File: src/hdl/llr_pkg.sv
package llr_pkg;

  localparam int COSINE_STAGES = 16;
  localparam int ATAN_LEN = 24;
  localparam int QUO_BITS = 17;
  // cosine pipe (stages plus rounding), numerator stages, divider, output register
  localparam int LATENCY = COSINE_STAGES + 1 + 5 + QUO_BITS + 1;

  localparam logic [15:0] RIGHT_ANGLE = 16'd23040;
  localparam logic signed [32:0] CORDIC_X0 = 33'sd652032874;
  localparam logic signed [15:0] LIMB_RESET = 16'sd4096;
  localparam logic signed [15:0] FACTOR_MAX = 16'sd32767;
  localparam logic signed [15:0] FACTOR_MIN = -16'sd32768;

  // arctangent per stage, 2^-20 degree units
  localparam logic signed [28:0] ATAN_TBL [0:ATAN_LEN-1] = '{
    29'sd47185920, 29'sd27855475, 29'sd14718068, 29'sd7471121, 29'sd3750058,
    29'sd1876857, 29'sd938658, 29'sd469357, 29'sd234682, 29'sd117342,
    29'sd58671, 29'sd29335, 29'sd14668, 29'sd7334, 29'sd3667, 29'sd1833,
    29'sd917, 29'sd458, 29'sd229, 29'sd115, 29'sd57, 29'sd29, 29'sd14, 29'sd7
  };

  typedef struct packed {
    logic [15:0] incidence_angle;
    logic [15:0] emission_angle;
  } llr_req_t;

  typedef struct packed {
    logic signed [15:0] brightness_factor;
    logic               out_of_view;
    logic               saturated;
  } llr_res_t;

  typedef struct packed {
    logic signed [32:0] x;
    logic signed [32:0] y;
    logic signed [28:0] z;
  } cordic_t;

  // divider stage contents
  typedef struct packed {
    logic                  v;
    logic                  neg;
    logic                  oov;
    logic                  ovf;
    logic [16:0]           dsum;
    logic [49:0]           rem;
    logic [QUO_BITS-1:0]   quo;
  } llr_div_t;

  function automatic cordic_t cordic_step(cordic_t c, int i);
    logic signed [32:0] dx;
    logic signed [32:0] dy;
    cordic_t r;
    dx = c.y >>> i;
    dy = c.x >>> i;
    if (!c.z[28]) begin
      r.x = c.x - dx;
      r.y = c.y + dy;
      r.z = c.z - ATAN_TBL[i];
    end else begin
      r.x = c.x + dx;
      r.y = c.y - dy;
      r.z = c.z + ATAN_TBL[i];
    end
    return r;
  endfunction

endpackage

File: src/hdl/llr_div.sv
module llr_div (
  input  logic              clk_i,
  input  logic              rst_ni,
  input  llr_pkg::llr_div_t stage_i,
  output llr_pkg::llr_div_t stage_o
);
  import llr_pkg::*;

  llr_div_t st_q [QUO_BITS];

  // restoring division, one quotient bit per stage, MSB first
  function automatic llr_div_t div_step(llr_div_t s, int k);
    logic [49:0] dvs;
    llr_div_t r;
    dvs = 50'(s.dsum) << (15 + k);
    r = s;
    if (s.rem >= dvs) begin
      r.rem    = s.rem - dvs;
      r.quo[k] = 1'b1;
    end
    return r;
  endfunction

  for (genvar j = 0; j < QUO_BITS; j++) begin : g_stage
    if (j == 0) begin : g_first
      always_ff @(posedge clk_i or negedge rst_ni) begin
        if (!rst_ni) begin
          st_q[j] <= '0;
        end else begin
          st_q[j] <= div_step(stage_i, QUO_BITS - 1 - j);
        end
      end
    end else begin : g_next
      always_ff @(posedge clk_i or negedge rst_ni) begin
        if (!rst_ni) begin
          st_q[j] <= '0;
        end else begin
          st_q[j] <= div_step(st_q[j-1], QUO_BITS - 1 - j);
        end
      end
    end
  end

  assign stage_o = st_q[QUO_BITS-1];

endmodule

File: config.mk
export PLATFORM = sky130hd
export DESIGN_NAME = llr_div
export DESIGN_NICKNAME = d
export VERILOG_FILES = /design/src/hdl/llr_pkg.sv /design/src/hdl/llr_div.sv
export SDC_FILE = /design/constraint.sdc
export NUM_CORES = 2
export LEC_CHECK = 0
export BUFFER_PORTS_ARGS = -buffer_cell sky130_fd_sc_hd__buf_2
export CORE_MARGIN = 2
export CORE_UTILIZATION = 50
export CTS_CLUSTER_SIZE = 10
export DETAILED_ROUTE_END_ITERATION = 7
export PLACE_DENSITY_LB_ADDON = 0.08
export SKIP_CTS_REPAIR_TIMING = 1
export SLEW_MARGIN = 10
export SYNTH_ARGS = -nofsm -noshare
export SYNTH_HDL_FRONTEND = slang
export SYNTH_SLANG_ARGS = --single-unit
File: constraint.sdc
create_clock -name clk_i -period 6.11 [get_ports clk_i]
set_input_delay 1.833 -clock clk_i [delete_from_list [all_inputs] [get_ports clk_i]]
set_output_delay 1.833 -clock clk_i [all_outputs]
set_load 0.02 [all_outputs]
### Word level (Yosys, flattened, before mapping)

Cells that the tools add are included.

* flip-flop bits (word level): 1496
* latch bits: 0
* RAM bits: 0
* bits in read-only memories: 0
* input bits: 90
* output and inout port bits: 88
* logic and storage cells: 186
* memories: 0

* $add $sub $neg: 17
* multipliers: 0
* div/mod/pow operators: 0
* magnitude comparators: 17
* eq/ne operators: 0
* shifts and indexed selects: 0
* multiplexer cells: 33
* bitwise operators: 0
* reduce and logical (&&, ||, !) cells: 0

Operators by type and width (count)
* 50-bit 2-to-1 mux: 16
* 51-bit 2-to-1 mux: 1
* 50-bit by 32-bit greater-or-equal comparator with 1-bit output: 1
* 50-bit by 33-bit greater-or-equal comparator with 1-bit output: 1
* 50-bit by 34-bit greater-or-equal comparator with 1-bit output: 1
* 50-bit by 35-bit greater-or-equal comparator with 1-bit output: 1
* 50-bit by 36-bit greater-or-equal comparator with 1-bit output: 1
* 50-bit by 37-bit greater-or-equal comparator with 1-bit output: 1
* 50-bit by 38-bit greater-or-equal comparator with 1-bit output: 1
* 50-bit by 39-bit greater-or-equal comparator with 1-bit output: 1
* 50-bit by 40-bit greater-or-equal comparator with 1-bit output: 1
* 50-bit by 41-bit greater-or-equal comparator with 1-bit output: 1
* 50-bit by 42-bit greater-or-equal comparator with 1-bit output: 1
* 50-bit by 43-bit greater-or-equal comparator with 1-bit output: 1
* 50-bit by 44-bit greater-or-equal comparator with 1-bit output: 1
* 50-bit by 45-bit greater-or-equal comparator with 1-bit output: 1
* 50-bit by 46-bit greater-or-equal comparator with 1-bit output: 1
* 50-bit by 47-bit greater-or-equal comparator with 1-bit output: 1
* 50-bit by 48-bit greater-or-equal comparator with 1-bit output: 1
* 50-bit by 32-bit subtractor with 50-bit output: 1
* 50-bit by 33-bit subtractor with 50-bit output: 1
* 50-bit by 34-bit subtractor with 50-bit output: 1
* 50-bit by 35-bit subtractor with 50-bit output: 1
* 50-bit by 36-bit subtractor with 50-bit output: 1
* 13 further kinds: 28

### Logic depth before layout (Yosys ltp)

* depth after elaboration: 2
* depth in mapped cells: 15
* gate-level depth less buffers: 13

### Worst setup path after synthesis

Ideal clock, no wire load.

* path kind: input-to-reg
* start point: in stage_i[73] (netlist bit)
* end point: reg st_q[1457] (netlist bit)
* library setup time: 133 ps
* arrival: 3971 ps
* data required time: 5977 ps
* setup slack: 2006 ps
* stages: 11
* path buffers: 3
* path through: inv_1 -> ha_1 -> clkbuf_1 -> nor2b_1 -> a311oi_1 -> o31ai_1 -> a21oi_1 -> o211ai_1 -> clkbuf_1 -> clkbuf_1 -> a21oi_1

* word-level cells in the longest chain between the ends: 2

Ends and longest elaborated chain
* start: declaration: RTL line llr_div.sv:4 `input llr_pkg::llr_div_t stage_i,`
* 50-bit by 48-bit greater-or-equal comparator with 1-bit output: RTL line llr_div.sv:17 `if (s.rem >= dvs) begin`
* 51-bit 2-to-1 mux: RTL line llr_div.sv:17
* end signal: indexed assignment: RTL line llr_div.sv:30 `st_q[j] <= div_step(stage_i, QUO_BITS - 1 - j);`
* end: declaration: RTL line llr_div.sv:9 `llr_div_t st_q [QUO_BITS];`

Every way passes these cells.

### Worst setup path in the final report

* start point: reg st_q[565] (netlist bit)
* end point: reg st_q[501] (netlist bit)

* word-level cells in the longest chain between the ends: 2
* elaborated cells on any way between the ends: 3
* classes of those cells: add/sub: 1; order compare: 1; mux: 1

Ends and longest elaborated chain
* start signal: indexed assignment: RTL line llr_div.sv:38 `st_q[j] <= div_step(st_q[j-1], QUO_BITS - 1 - j);`
* 50-bit by 37-bit subtractor with 50-bit output / 50-bit by 37-bit greater-or-equal comparator with 1-bit output (equally long branches): RTL line llr_div.sv:18, llr_div.sv:17
* 50-bit 2-to-1 mux *: RTL line llr_div.sv:17

Every way passes the cells marked *; elsewhere a longest branch is shown, timed or not.

==> impl_metrics.json <==
{
  "outcome": "complete, no violations",
  "number_of_inserted_diodes": 0,
  "power_density_nw_per_um2": 475,
  "clk_latency_ns": 0.79,
  "type_of_the_worst_min_delay_path": "reg2reg",
  "grt_pass1_wl_um": 192000,
  "detailedPlacementHpwl_um": 88500,
  "routed_wire_length_per_instance_um": 17.1,
  "syn_inst": 4993,
  "post_synth_instance_area_um2": 60200,
  "timing.setup.tns_ns": 0,
  "cts-root-to-sink-buffers": 3,
  "setup_viol_count_final": 0,
  "final_common_cell": "sky130_fd_sc_hd__dfrtp_1",
  "timing_worst_slew_pin_value_ns": 1.35,
  "max_freq_mhz": 241,
  "timing.critical_path.fanout_max": 14,
  "cts_htree_levels": 4,
  "remaining_drc_errors": 0,
  "synth.yosys.warnings": 0,
  "worst_r2r_path_cells": 13,
  "crit_path_end": "st_q[501]",
  "floorplan.rows": 127,
  "start_kind": "flip-flop",
  "critical_path_class": "reg2reg",
  "vdd_drop_max_mv": 0.314,
  "crit_path_start": "st_q[565]",
  "report.power.total_mw": 32.1,
  "cts.sink_count": 1496,
  "final.fill_count": 9917,
  "final_min_period_over_clock_period": 0.679,
  "r2r_end": "st_q[501]",
  "crit_arrival_ns": 4.79,
  "finClkSkew_ns": 0.0439,
  "layout-area-overhead-vs-synth_pct": 12.3,
  "initial_core_util": 0.503,
  "floorplan.die_area_um2": 123000,
  "synthesis.area_per_instance_um2": 12.1,
  "detailedRoute.firstIterationViolations": 1723,
  "route.final.wire_length_um": 118000,
  "grt_overflow": 0,
  "endpoint_kind": "flip-flop",
  "io_buffers": 177,
  "route.vias.total": 35876,
  "yosys_register_bits": 1496,
  "numCtsBuffers": 172,
  "cp.required_ns": 6.75,
  "rrSetupSlack_ns": 1.96,
  "cts_tree": "yes",
  "report.final.hold_viol_count": 0,
  "gp_routability_congestion": 0.941,
  "grt_antenna_before_repair": 2,
  "most-common-layout-cells": "sky130_fd_sc_hd__dfrtp_1 (1496), sky130_fd_sc_hd__inv_1 (372), sky130_fd_sc_hd__nand2_1 (319)",
  "drt_first_pass_iters": 5,
  "clk_transition_reported_paths_ns": 0.05,
  "die_boundary_width_um": 351,
  "synth_seq_area_share": 0.622,
  "layout-drive-gt1-share": 0.102,
  "grt_setup_unrepaired": "no",
  "core-area_um2": 120000,
  "synth.net_count": 5389,
  "ys_dominant_reg_cell": "sky130_fd_sc_hd__dfrtp_1",
  "pin_count_of_the_biggest_net_entering_global_routing": 128,
  "synth_enable_flop_cells": 0,
  "period_minus_slack_ns": 4.15,
  "grt_util_all_layers": 0.200,
  "max_cap_viol_count": 0,
  "hold_slack_ns": 0.335,
  "num-nets-final": 5618,
  "drtAntennaViolNets": 0,
  "timing.final.max_slew_violations": 0,
  "p_leak_nw": 30.4,
  "die_h_um": 351,
  "first_global_vias": 38035,
  "max_slew_margin": 0.0911,
  "cts.root.buffer_cell": "sky130_fd_sc_hd__clkbuf_16",
  "top_level_ports": 178,
  "routed_via_density": 5.21,
  "synth_cell_types": 82,
  "worst_r2r_startpoint": "st_q[565]",
  "synthArstFlopShare": 1.00
}
[cells in the mapped netlist (56+ instances only)]
| cell type | count | area, um^2 |
|---|---|---|
| sky130_fd_sc_hd__xnor2_1 | 200 | 1750 |
| sky130_fd_sc_hd__nand3_1 | 67 | 335 |
| sky130_fd_sc_hd__nor2b_1 | 56 | 350 |
| sky130_fd_sc_hd__dfrtp_1 | 1496 | 37400 |
| sky130_fd_sc_hd__nor3_1 | 105 | 526 |
| sky130_fd_sc_hd__nor2_1 | 256 | 961 |
| sky130_fd_sc_hd__xor2_1 | 188 | 1650 |
| sky130_fd_sc_hd__nor4_1 | 131 | 820 |
| sky130_fd_sc_hd__buf_4 | 88 | 661 |
| sky130_fd_sc_hd__a21o_1 | 119 | 893 |
| sky130_fd_sc_hd__o21ai_0 | 268 | 1340 |
| sky130_fd_sc_hd__a21oi_1 | 276 | 1380 |
| sky130_fd_sc_hd__mux2_2 | 63 | 709 |
| sky130_fd_sc_hd__nand2_1 | 319 | 1200 |
| sky130_fd_sc_hd__nand2b_1 | 60 | 375 |
| sky130_fd_sc_hd__ha_1 | 289 | 3620 |
| sky130_fd_sc_hd__clkbuf_1 | 65 | 244 |
| sky130_fd_sc_hd__inv_1 | 372 | 1400 |
[layer usage]
layer,global-route usage,share of wire
met1,0.189,0.34
met2,0.392,0.56
met3,0.0324,0.031
met4,0.130,0.066
met5,0,0
[flip-flops by register name, summed over array words and instances (netlist names)]
name     flops
stage_o     88
st_q      1408
[report_power, final]
group	switching, mW	leakage (nW)	internal, mW
Clock	3.75	2.38	5.28
Combinational	5.62	11.0	4.41
Sequential	1.25	17.0	11.8
[worst min-delay path by stage]
stage               slack (ns)  startpoint  cells past startpoint    endpoint
floorplan                 0.33   st_q[188]                      0   st_q[100]
global placement          0.33   st_q[877]                      0   st_q[789]
detailed placement        0.33   st_q[188]                      0   st_q[100]
CTS                       0.34   st_q[955]                      0   st_q[867]
global route              0.34  st_q[1324]                      0  st_q[1236]
finish                    0.33  st_q[1061]                      0   st_q[973]
[metrics by stage]
stage	utilization	worst slack (ns)	instances	cell area (um^2)
5_1_grt	0.565	1.72	6881	67600
6_report	0.565	1.96	6881	67600
3_3_place_gp	0.524	1.27	6660	62700
4_1_cts	0.565	1.97	6881	67600
2_1_floorplan	-	2.01	4993	60200
3_5_place_dp	0.524	1.24	6660	62700
[layout make-up]
class | instances | area, um^2 | area share
clock buffer | 205 | 4530 | 0.0670
timing repair buffer | 222 | 1380 | 0.0204
tap | 1612 | 2020 | 0.0298
clock inverter | 16 | 397 | 0.00587
multi-input combinational | 2958 | 20500 | 0.303
inverter | 372 | 1400 | 0.0207
sequential | 1496 | 37400 | 0.554
[kinds of logic after synthesis]
kind of cell / synth area share
AOI/OAI and AO/OA: 0.0975
xor gates and xnor gates: 0.0564
adders and majority gates: 0.0657
buffers and inverters: 0.0393
DFF: 0.622
muxes: 0.0131
and+or+nand+nor: 0.106
[worst max-delay path: stages, from the launching register on]
cell and delay [ns]:
sky130_fd_sc_hd__dfrtp_1 0.37, sky130_fd_sc_hd__inv_1 0.06, sky130_fd_sc_hd__ha_1 0.16, sky130_fd_sc_hd__inv_1 0.05, sky130_fd_sc_hd__fa_1 0.39, sky130_fd_sc_hd__a21o_1 0.22
sky130_fd_sc_hd__a221oi_1 0.56, sky130_fd_sc_hd__o21ai_0 0.36, sky130_fd_sc_hd__a221o_1 0.46, sky130_fd_sc_hd__a211oi_4 0.59, sky130_fd_sc_hd__nor3_1 0.18, sky130_fd_sc_hd__o311ai_0 0.28
sky130_fd_sc_hd__nor4_1 0.14, sky130_fd_sc_hd__xor2_1 0.18
Power figures use the tool's default switching activity.
